`src/bblc_pkg.sv`:
```
// Package for the button brightness LED control block.
// Holds the word types, action codes, register indexes and the PWM duty table.
// No dependencies.
package bblc_pkg;

    localparam int LEVEL_W   = 5;
    localparam int DUTY_W    = 15;
    localparam int LED_W     = 8;
    localparam int ACTION_W  = 2;
    localparam int CFG_IDX_W = 2;
    localparam int HOLD_W    = 6;
    localparam int SAVE_W    = 8;

    localparam logic [ACTION_W-1:0] ACT_ADJUST = 2'd0;
    localparam logic [ACTION_W-1:0] ACT_BLINK  = 2'd1;
    localparam logic [ACTION_W-1:0] ACT_SAVE   = 2'd2;

    localparam logic [CFG_IDX_W-1:0] REG_LEVEL_MIN     = 2'd0;
    localparam logic [CFG_IDX_W-1:0] REG_LEVEL_MAX     = 2'd1;
    localparam logic [CFG_IDX_W-1:0] REG_LEVEL_DEFAULT = 2'd2;

    localparam logic [LEVEL_W-1:0] LEVEL_MIN_RST     = 5'd0;
    localparam logic [LEVEL_W-1:0] LEVEL_MAX_RST     = 5'd30;
    localparam logic [LEVEL_W-1:0] LEVEL_DEFAULT_RST = 5'd15;
    localparam logic [LEVEL_W-1:0] LEVEL_COUNT       = 5'd31;
    localparam logic [LEVEL_W-1:0] ANGLE_BACKOFF     = 5'd3;

    // Compare values already scaled by three fifths, rounded down.
    localparam logic [DUTY_W-1:0] DUTY_ROM [0:30] = '{
        15'd29998, 15'd29952, 15'd29895, 15'd29830, 15'd29753, 15'd29664,
        15'd29559, 15'd29437, 15'd29295, 15'd29128, 15'd28934, 15'd28707,
        15'd28441, 15'd28131, 15'd27769, 15'd27346, 15'd26851, 15'd26274,
        15'd25600, 15'd24811, 15'd23891, 15'd22815, 15'd21559, 15'd20091,
        15'd18377, 15'd16374, 15'd14034, 15'd11301, 15'd8108,  15'd4378,
        15'd21
    };

    typedef struct packed {
        logic [ACTION_W-1:0] action;
        logic                switch_pressed;
        logic                angle_error;
        logic [LED_W-1:0]    led_commands;
        logic                save_failed;
    } item_t;

    typedef struct packed {
        logic               duty_valid;
        logic [DUTY_W-1:0]  duty_value;
        logic               leds_valid;
        logic [LED_W-1:0]   led_mask;
        logic               save_request;
        logic [LEVEL_W-1:0] level;
    } result_t;

    typedef struct packed {
        logic                 we;
        logic [CFG_IDX_W-1:0] index;
        logic [LEVEL_W-1:0]   wdata;
    } cfg_wr_t;

    function automatic logic [DUTY_W-1:0] duty_lookup(input logic [LEVEL_W-1:0] lvl);
        logic [DUTY_W-1:0] val;
        val = '0;
        if (lvl < LEVEL_COUNT) begin
            val = DUTY_ROM[lvl];
        end
        return val;
    endfunction

endpackage

```
`src/bblc_in_reg.sv`:
```
// Input register of the button brightness LED control block.
// Captures one input word and holds it until the control stage takes it.
// Depends on bblc_pkg.
module bblc_in_reg (
    input  logic           aclk,
    input  logic           aresetn,
    input  logic           s_valid,
    output logic           s_ready,
    input  bblc_pkg::item_t s_item,
    input  logic           take,
    output logic           item_valid,
    output bblc_pkg::item_t item
);
    import bblc_pkg::*;

    logic  valid_reg;
    item_t item_reg;

    assign s_ready    = !valid_reg || take;
    assign item_valid = valid_reg;
    assign item       = item_reg;

    always_ff @(posedge aclk) begin
        if (!aresetn) begin
            valid_reg <= 1'b0;
        end else if (s_ready) begin
            valid_reg <= s_valid;
        end
    end

    always_ff @(posedge aclk) begin
        if (s_valid && s_ready) begin
            item_reg <= s_item;
        end
    end

endmodule

```
`src/bblc_ctrl.sv`:
```
// Control stage of the button brightness LED control block.
// Holds the level registers and the brightness state, and forms one result per word.
// Depends on bblc_pkg.
module bblc_ctrl #(
    parameter int LED_COUNT  = 8,
    parameter int HOLD_TICKS = 50,
    parameter int SAVE_TICKS = 250
) (
    input  logic              aclk,
    input  logic              aresetn,
    input  bblc_pkg::cfg_wr_t cfg,
    input  logic              fire,
    input  bblc_pkg::item_t   item,
    output bblc_pkg::result_t result
);
    import bblc_pkg::*;

    localparam logic [HOLD_W-1:0] HOLD_LOAD = HOLD_W'(HOLD_TICKS);
    localparam logic [SAVE_W-1:0] SAVE_LOAD = SAVE_W'(SAVE_TICKS);

    logic [LEVEL_W-1:0] level_min_reg, level_max_reg, level_default_reg;
    logic [LEVEL_W-1:0] bright_reg, bright_next;
    logic               ramp_up_reg, ramp_up_next;
    logic               button_last_reg, button_last_next;
    logic [HOLD_W-1:0]  hold_reg, hold_next;
    logic [SAVE_W-1:0]  save_reg, save_next;
    logic [SAVE_W-1:0]  save_work;
    logic               phase_reg, phase_next;
    logic [LEVEL_W-1:0] blink_level;
    logic               blink_level_ok;
    logic               led_off;

    assign blink_level_ok = !item.angle_error || (level_max_reg >= ANGLE_BACKOFF);
    assign blink_level    = item.angle_error ? (level_max_reg - ANGLE_BACKOFF) : bright_reg;
    assign led_off        = item.angle_error && !phase_reg;

    always_comb begin
        bright_next      = bright_reg;
        ramp_up_next     = ramp_up_reg;
        button_last_next = button_last_reg;
        hold_next        = hold_reg;
        save_next        = save_reg;
        save_work        = save_reg;
        phase_next       = phase_reg;
        result           = '0;

        unique case (item.action)
            ACT_ADJUST: begin
                if (!item.switch_pressed && button_last_reg) begin
                    ramp_up_next = !ramp_up_reg;
                end
                button_last_next = item.switch_pressed;
                if (item.switch_pressed) begin
                    if (hold_reg == '0) begin
                        bright_next  = level_min_reg;
                        ramp_up_next = 1'b0;
                    end else begin
                        hold_next = hold_reg - 1'b1;
                        if (ramp_up_reg) begin
                            if (bright_reg < level_max_reg) begin
                                bright_next = bright_reg + 1'b1;
                            end
                        end else if (bright_reg > level_min_reg) begin
                            bright_next = bright_reg - 1'b1;
                        end
                        result.duty_valid = (bright_next < LEVEL_COUNT);
                        result.duty_value = duty_lookup(bright_next);
                    end
                    save_work = SAVE_LOAD;
                end else begin
                    hold_next = HOLD_LOAD;
                end
                save_next = save_work;
                if (save_work != '0) begin
                    save_next           = save_work - 1'b1;
                    result.save_request = (save_work == SAVE_W'(1));
                end
            end
            ACT_BLINK: begin
                if (blink_level_ok && (blink_level < LEVEL_COUNT)) begin
                    result.duty_valid = 1'b1;
                    result.duty_value = duty_lookup(blink_level);
                end
                phase_next        = !phase_reg;
                result.leds_valid = 1'b1;
                for (int i = 0; i < LED_W; i++) begin
                    result.led_mask[i] = (i < LED_COUNT) && item.led_commands[i] && !led_off;
                end
            end
            ACT_SAVE: begin
                if (item.save_failed) begin
                    bright_next = level_default_reg;
                end
            end
            default: begin
            end
        endcase

        result.level = bright_next;
    end

    always_ff @(posedge aclk) begin
        if (!aresetn) begin
            level_min_reg     <= LEVEL_MIN_RST;
            level_max_reg     <= LEVEL_MAX_RST;
            level_default_reg <= LEVEL_DEFAULT_RST;
        end else if (cfg.we) begin
            unique case (cfg.index)
                REG_LEVEL_MIN:     level_min_reg     <= cfg.wdata;
                REG_LEVEL_MAX:     level_max_reg     <= cfg.wdata;
                REG_LEVEL_DEFAULT: level_default_reg <= cfg.wdata;
                default: begin
                end
            endcase
        end
    end

    always_ff @(posedge aclk) begin
        if (!aresetn) begin
            bright_reg      <= LEVEL_DEFAULT_RST;
            ramp_up_reg     <= 1'b0;
            button_last_reg <= 1'b0;
            hold_reg        <= HOLD_LOAD;
            save_reg        <= '0;
            phase_reg       <= 1'b0;
        end else if (fire) begin
            bright_reg      <= bright_next;
            ramp_up_reg     <= ramp_up_next;
            button_last_reg <= button_last_next;
            hold_reg        <= hold_next;
            save_reg        <= save_next;
            phase_reg       <= phase_next;
        end
    end

endmodule

```
`src/bblc_out_reg.sv`:
```
// Result register of the button brightness LED control block.
// Holds one result word until the receiver takes it.
// Depends on bblc_pkg.
module bblc_out_reg (
    input  logic              aclk,
    input  logic              aresetn,
    input  logic              load,
    input  bblc_pkg::result_t result,
    output logic              space,
    output logic              m_valid,
    input  logic              m_ready,
    output bblc_pkg::result_t m_result
);
    import bblc_pkg::*;

    logic    valid_reg;
    result_t result_reg;

    assign space    = !valid_reg || m_ready;
    assign m_valid  = valid_reg;
    assign m_result = result_reg;

    always_ff @(posedge aclk) begin
        if (!aresetn) begin
            valid_reg <= 1'b0;
        end else if (space) begin
            valid_reg <= load;
        end
    end

    always_ff @(posedge aclk) begin
        if (load) begin
            result_reg <= result;
        end
    end

endmodule

```
`src/button_brightness_led_control_core.sv`:
```
// Top level of the button brightness LED control block.
// Instantiates the input register, the control stage and the result register.
// Depends on bblc_pkg, bblc_in_reg, bblc_ctrl and bblc_out_reg.
//
// Each input word is one timed event: an adjust tick, a blink tick or a save
// report, chosen by s_action. Every accepted word gives exactly one result word
// on the m_ channel, carrying the PWM compare value, the LED mask, the save
// request pulse and the brightness level after the event.
// A word is taken into the input register, evaluated by the control stage and
// written into the result register. One word is accepted every cycle while
// the receiver keeps m_ready high.
// When the receiver holds m_ready low, the result register keeps its word and
// the input register holds one more word, after which s_ready falls.
// The user must write the level registers via cfg_we, cfg_index and cfg_wdata
// only while the block is idle, which it does not enforce. Reset sets them to
// 0, 30 and 15, the brightness to 15, ramping down, and empties both registers.
module button_brightness_led_control_core #(
    parameter int LED_COUNT  = 8,
    parameter int HOLD_TICKS = 50,
    parameter int SAVE_TICKS = 250
) (
    input  logic                               aclk,
    input  logic                               aresetn,
    input  logic                               cfg_we,
    input  logic [bblc_pkg::CFG_IDX_W-1:0]     cfg_index,
    input  logic [bblc_pkg::LEVEL_W-1:0]       cfg_wdata,
    input  logic                               s_valid,
    output logic                               s_ready,
    input  logic [bblc_pkg::ACTION_W-1:0]      s_action,
    input  logic                               s_switch_pressed,
    input  logic                               s_angle_error,
    input  logic [bblc_pkg::LED_W-1:0]         s_led_commands,
    input  logic                               s_save_failed,
    output logic                               m_valid,
    input  logic                               m_ready,
    output logic                               m_duty_valid,
    output logic [bblc_pkg::DUTY_W-1:0]        m_duty_value,
    output logic                               m_leds_valid,
    output logic [bblc_pkg::LED_W-1:0]         m_led_mask,
    output logic                               m_save_request,
    output logic [bblc_pkg::LEVEL_W-1:0]       m_level
);
    import bblc_pkg::*;

    item_t   s_item;
    item_t   item;
    logic    item_valid;
    logic    space;
    logic    fire;
    cfg_wr_t cfg;
    result_t result;
    result_t m_result;

    assign s_item = '{action:         s_action,
                      switch_pressed: s_switch_pressed,
                      angle_error:    s_angle_error,
                      led_commands:   s_led_commands,
                      save_failed:    s_save_failed};

    assign cfg  = '{we: cfg_we, index: cfg_index, wdata: cfg_wdata};
    assign fire = item_valid && space;

    bblc_in_reg u_in_reg (
        .aclk       (aclk),
        .aresetn    (aresetn),
        .s_valid    (s_valid),
        .s_ready    (s_ready),
        .s_item     (s_item),
        .take       (fire),
        .item_valid (item_valid),
        .item       (item)
    );

    bblc_ctrl #(
        .LED_COUNT  (LED_COUNT),
        .HOLD_TICKS (HOLD_TICKS),
        .SAVE_TICKS (SAVE_TICKS)
    ) u_ctrl (
        .aclk    (aclk),
        .aresetn (aresetn),
        .cfg     (cfg),
        .fire    (fire),
        .item    (item),
        .result  (result)
    );

    bblc_out_reg u_out_reg (
        .aclk     (aclk),
        .aresetn  (aresetn),
        .load     (fire),
        .result   (result),
        .space    (space),
        .m_valid  (m_valid),
        .m_ready  (m_ready),
        .m_result (m_result)
    );

    assign m_duty_valid   = m_result.duty_valid;
    assign m_duty_value   = m_result.duty_value;
    assign m_leds_valid   = m_result.leds_valid;
    assign m_led_mask     = m_result.led_mask;
    assign m_save_request = m_result.save_request;
    assign m_level        = m_result.level;

endmodule

```
`config.mk`:
```
export PLATFORM = sky130hd
export DESIGN_NAME = button_brightness_led_control_core
export DESIGN_NICKNAME = d
export VERILOG_FILES = /design/src/bblc_pkg.sv /design/src/bblc_in_reg.sv /design/src/bblc_ctrl.sv /design/src/bblc_out_reg.sv /design/src/button_brightness_led_control_core.sv
export SDC_FILE = /design/constraint.sdc
export NUM_CORES = 1
export LEC_CHECK = 0
export BUFFER_PORTS_ARGS = -buffer_cell sky130_fd_sc_hd__buf_2
export CAP_MARGIN = 20
export CORE_ASPECT_RATIO = 1.1
export CORE_MARGIN = 5
export CORE_UTILIZATION = 35
export DETAILED_ROUTE_END_ITERATION = 16
export GPL_TIMING_DRIVEN = 0
export PLACE_DENSITY = 0.54
export SLEW_MARGIN = 20
export SYNTH_ARGS = -nofsm -noshare
export SYNTH_HDL_FRONTEND = slang
export SYNTH_HIERARCHICAL = 1
export SYNTH_SLANG_ARGS = --single-unit
```
`constraint.sdc`:
```
create_clock -name aclk -period 7.3 [get_ports aclk]
set_input_delay 0.73 -clock aclk [delete_from_list [all_inputs] [get_ports aclk]]
set_output_delay 0.73 -clock aclk [all_outputs]
set_load 0.1 [all_outputs]
```
==> summary.md <==
| Metric | Value |
|---|---|
| Pre-CTS setup slack | around 3 ns |
| Max reg flops | 31 |
| Post-layout min period | 4.444 ns |
| Max-cap violations | 0 |
| Clk slew on worst S/H paths | 0.07 ns |
| Number of synthesized flops with an enable pin | 44 |
| FF+latch count, synth | 83 |
| Fin nets | approximately 750 |
| PD cells | between 200 and 250 nW/um^2 |
| Synthesized area per cell | 9.063 um^2 |
| Crit end category | flop |
| GRT overflow | 0 |
| Total GRT Usage | 18.10% |
| Fin. Hold Viols | 0 |
| Placer congestion estimate | a little over 0.9 |
| Setup Fix Bufs, Post-CTS | 0 |
| Synth Flop Type | edfxtp_1 |
| Drt first-iter violations | around 550 |
| Share of layout cells above drive strength 1 | between 15 and 20% |
| Type of the tightest min-delay check | reg -> reg |
| Clock Sinks | a little over 80 |
| Std-Cell Core Area | about 16000 um^2 |
| DPL Wire Length | around 13000 um |
| Post_cts resized | 0 |
| Most common cell after layout, fill and taps aside | nor2_1 |
| Final WS setup | about 2.9 ns |
| First-pass GRT wire length | 26430 um |
| Htree depth | 3 |
| Buffers added on ports | 57 |
| Total iterations of the first detailed-routing run | 7 |
| Design Power | about 1.4 mW |
| Clk Latency, worst-skew pair | 0.34 ns |
| Die X | between 100 and 150 um |
| Diodes inserted | 0 |
| Ys async rst share | 0% |
| Net Count, Synth | around 680 |
| Area delta synth->final | 14.96% |
| Worst-path fanout max | 12 |
| Static Leakage | roughly 2.5 nW |
| TritonCTS clock tree | done |
| Synth warn | 6 |
| Post-synthesis sequential area ratio | 37.41% |
| Final Max Tran Viols | 0 |
| Crit path arrival time | 4.51 ns |
| Tcrit/Tclk final | between 60% and 70% |
| Layout fillers | approximately 1600 |
| Std cell rows | 48 |
| Worst Setup Path Type | reg -> reg |
| RSZ-0062 raised after global routing | false |
| Cell variety after synth | between 80 and 90 |
| Die area | approximately 19000 um^2 |
| Initial antenna violation count | 0 |
| Final setup violation count | 0 |
| Commonest non-fill, non-tap cells in the layout | nor2_1 (69), buf_2 (63), nand2_1 (56) |
| Residual DRC | 0 |
| Startpoint types | flop |
| Critical path required time | 7.36 ns |
| Wirelength per Cell | 18.76 um |
| TritonCTS Buffers | 9 |
| Die height | roughly 140 um |
| Max_slew headroom | between 20% and 30% |
| Worst IR drop on VDD | a little under 0.1 mV |
| Drt total wl | 16770 um |
| Clk buf depth | 2 |
| Synthesized instance count | 620 |
| Hold_ws | roughly 0.49 ns |
| Status | completed |
| Post-Syn Area | about 5600 um^2 |
| Vias/cell | approximately 5.8 |
| Post-DRT Antenna Nets | 0 |
| Worst-Margin Slew | approximately 1.1 ns |
| Largest net degree at the start of global routing | 31 |
| Hold Buf Count CTS | 0 |
| TNS Setup | 0 ns |
| Vias | approximately 5200 |
| Root Buffer | clkbuf_16 |
| Vias in the first global route | roughly 5000 |
| Starting density of the core | between 30% and 40% |
| Fmax | 225.0 MHz |
| Skew final | 0.007732 ns |
| I/O pin total | just under 60 |
[power by group]
group	switching [mW]	internal, mW	total [mW]
clock	0.202	0.237	0.439
combinational	0.293	0.120	0.413
sequential	0.0128	0.521	0.534
total	0.507	0.878	1.39
[critical path, stage by stage (launching register included)]
cell and delay, ns:
dfxtp_1 0.39, inv_1 0.08, ha_1 0.36, a21o_1 0.22, a31oi_4 0.18, o211a_1 0.18
a211oi_1 0.08, nor2_1 0.35, clkbuf_1 0.56, inv_1 0.27, ha_1 0.27, buf_4 0.17
or3_1 0.34, mux2i_1 0.18, a211oi_1 0.07, a311oi_1 0.35, o31ai_1 0.13
[through the flow]
stage | instances | util, % | area [um^2]
6_report | 894 | 41.05 | 6460
5_1_grt | 894 | 41.05 | 6460
4_1_cts | 894 | 41.05 | 6460
3_5_place_dp | 878 | 39.25 | 6176
3_3_place_gp | 877 | 39.11 | 6155
2_1_floorplan | 620 | - | 5619
[cell usage after synthesis, types with 3 or more instances]
library cell	count	share of area (%)
a211oi_1	17	2.3
a21o_1	6	0.80
a21oi_1	36	3.2
a221oi_1	8	1.2
a311oi_1	5	0.78
a31oi_1	5	0.56
a41oi_1	4	0.62
and2_1	12	1.3
and3_1	3	0.33
buf_2	6	0.53
buf_6	4	0.80
clkbuf_1	27	1.8
dfxtp_1	39	14
edfxtp_1	44	24
ha_1	31	6.9
inv_1	23	1.5
mux2i_1	16	2.9
nand2_1	56	3.7
nand2b_1	7	0.78
nand2b_4	3	0.73
nand3_1	10	0.89
nand4_1	5	0.56
nor2_1	69	4.6
nor2b_1	3	0.33
nor3_1	12	1.1
nor3b_1	4	0.53
nor4_1	4	0.45
o2111ai_1	3	0.47
o211a_1	4	0.71
o211ai_1	12	1.6
o21a_1	4	0.53
o21ai_0	37	3.3
o221a_2	4	0.80
o221ai_1	4	0.62
o22ai_1	4	0.45
o311ai_1	3	0.47
o31ai_1	6	0.80
o32ai_1	4	0.62
or3_1	4	0.45
xnor2_1	12	1.9
[kinds of logic after synthesis]
kind of cell             after synthesis  share of synthesized area, %
AO/OA/AOI/OAI                        198                         25.56
buffers and inverters                 66                         5.433
XOR/XNOR                              17                         3.251
adder cells (fa/ha/maj)               31                         6.903
AND/OR/NAND/NOR                      205                         17.79
multiplexers                          20                         3.652
flip-flops                            83                         37.41
[path summary, 6_finish.rpt]
path | startpoint | slack (ns) | end | depth (start not counted)
setup / recovery | u_ctrl/level_max_reg[2]$_SDFFE_PN1P_ | 2.86 | u_out_reg/m_result[17]$_DFFE_PP_ | 16
hold / removal | u_out_reg/m_valid$_SDFFE_PN0P_ | 0.49 | u_out_reg/m_valid$_SDFFE_PN0P_ | 2
setup reg to reg | u_ctrl/level_max_reg[2]$_SDFFE_PN1P_ | 2.86 | u_out_reg/m_result[17]$_DFFE_PP_ | 16
hold reg to reg | u_out_reg/m_valid$_SDFFE_PN0P_ | 0.49 | u_out_reg/m_valid$_SDFFE_PN0P_ | 2
[layer usage]
metal  vias to the layer above  GRT usage [%]  wire (um)
met5                         -              0          0
met1                      2488          22.42       7030
met2                       225          31.63       8356
li1                       2455              -          -
met4                         0          6.280        404
met3                        40          2.993        980
[area by class of cell]
| cell class | count | area, um^2 | area share (%) |
|---|---|---|---|
| sequential | 83 | 2102 | 32.54 |
| inverter | 26 | 110.1 | 1.704 |
| timing repair buffer | 58 | 305.3 | 4.726 |
| clock inverter | 7 | 58.81 | 0.9103 |
| multi-input combinational | 471 | 3213 | 49.74 |
| tap | 200 | 250.2 | 3.874 |
| clock buffer | 9 | 225.2 | 3.486 |
| buffer | 40 | 195.2 | 3.021 |
(Power assumes the default switching activity.)
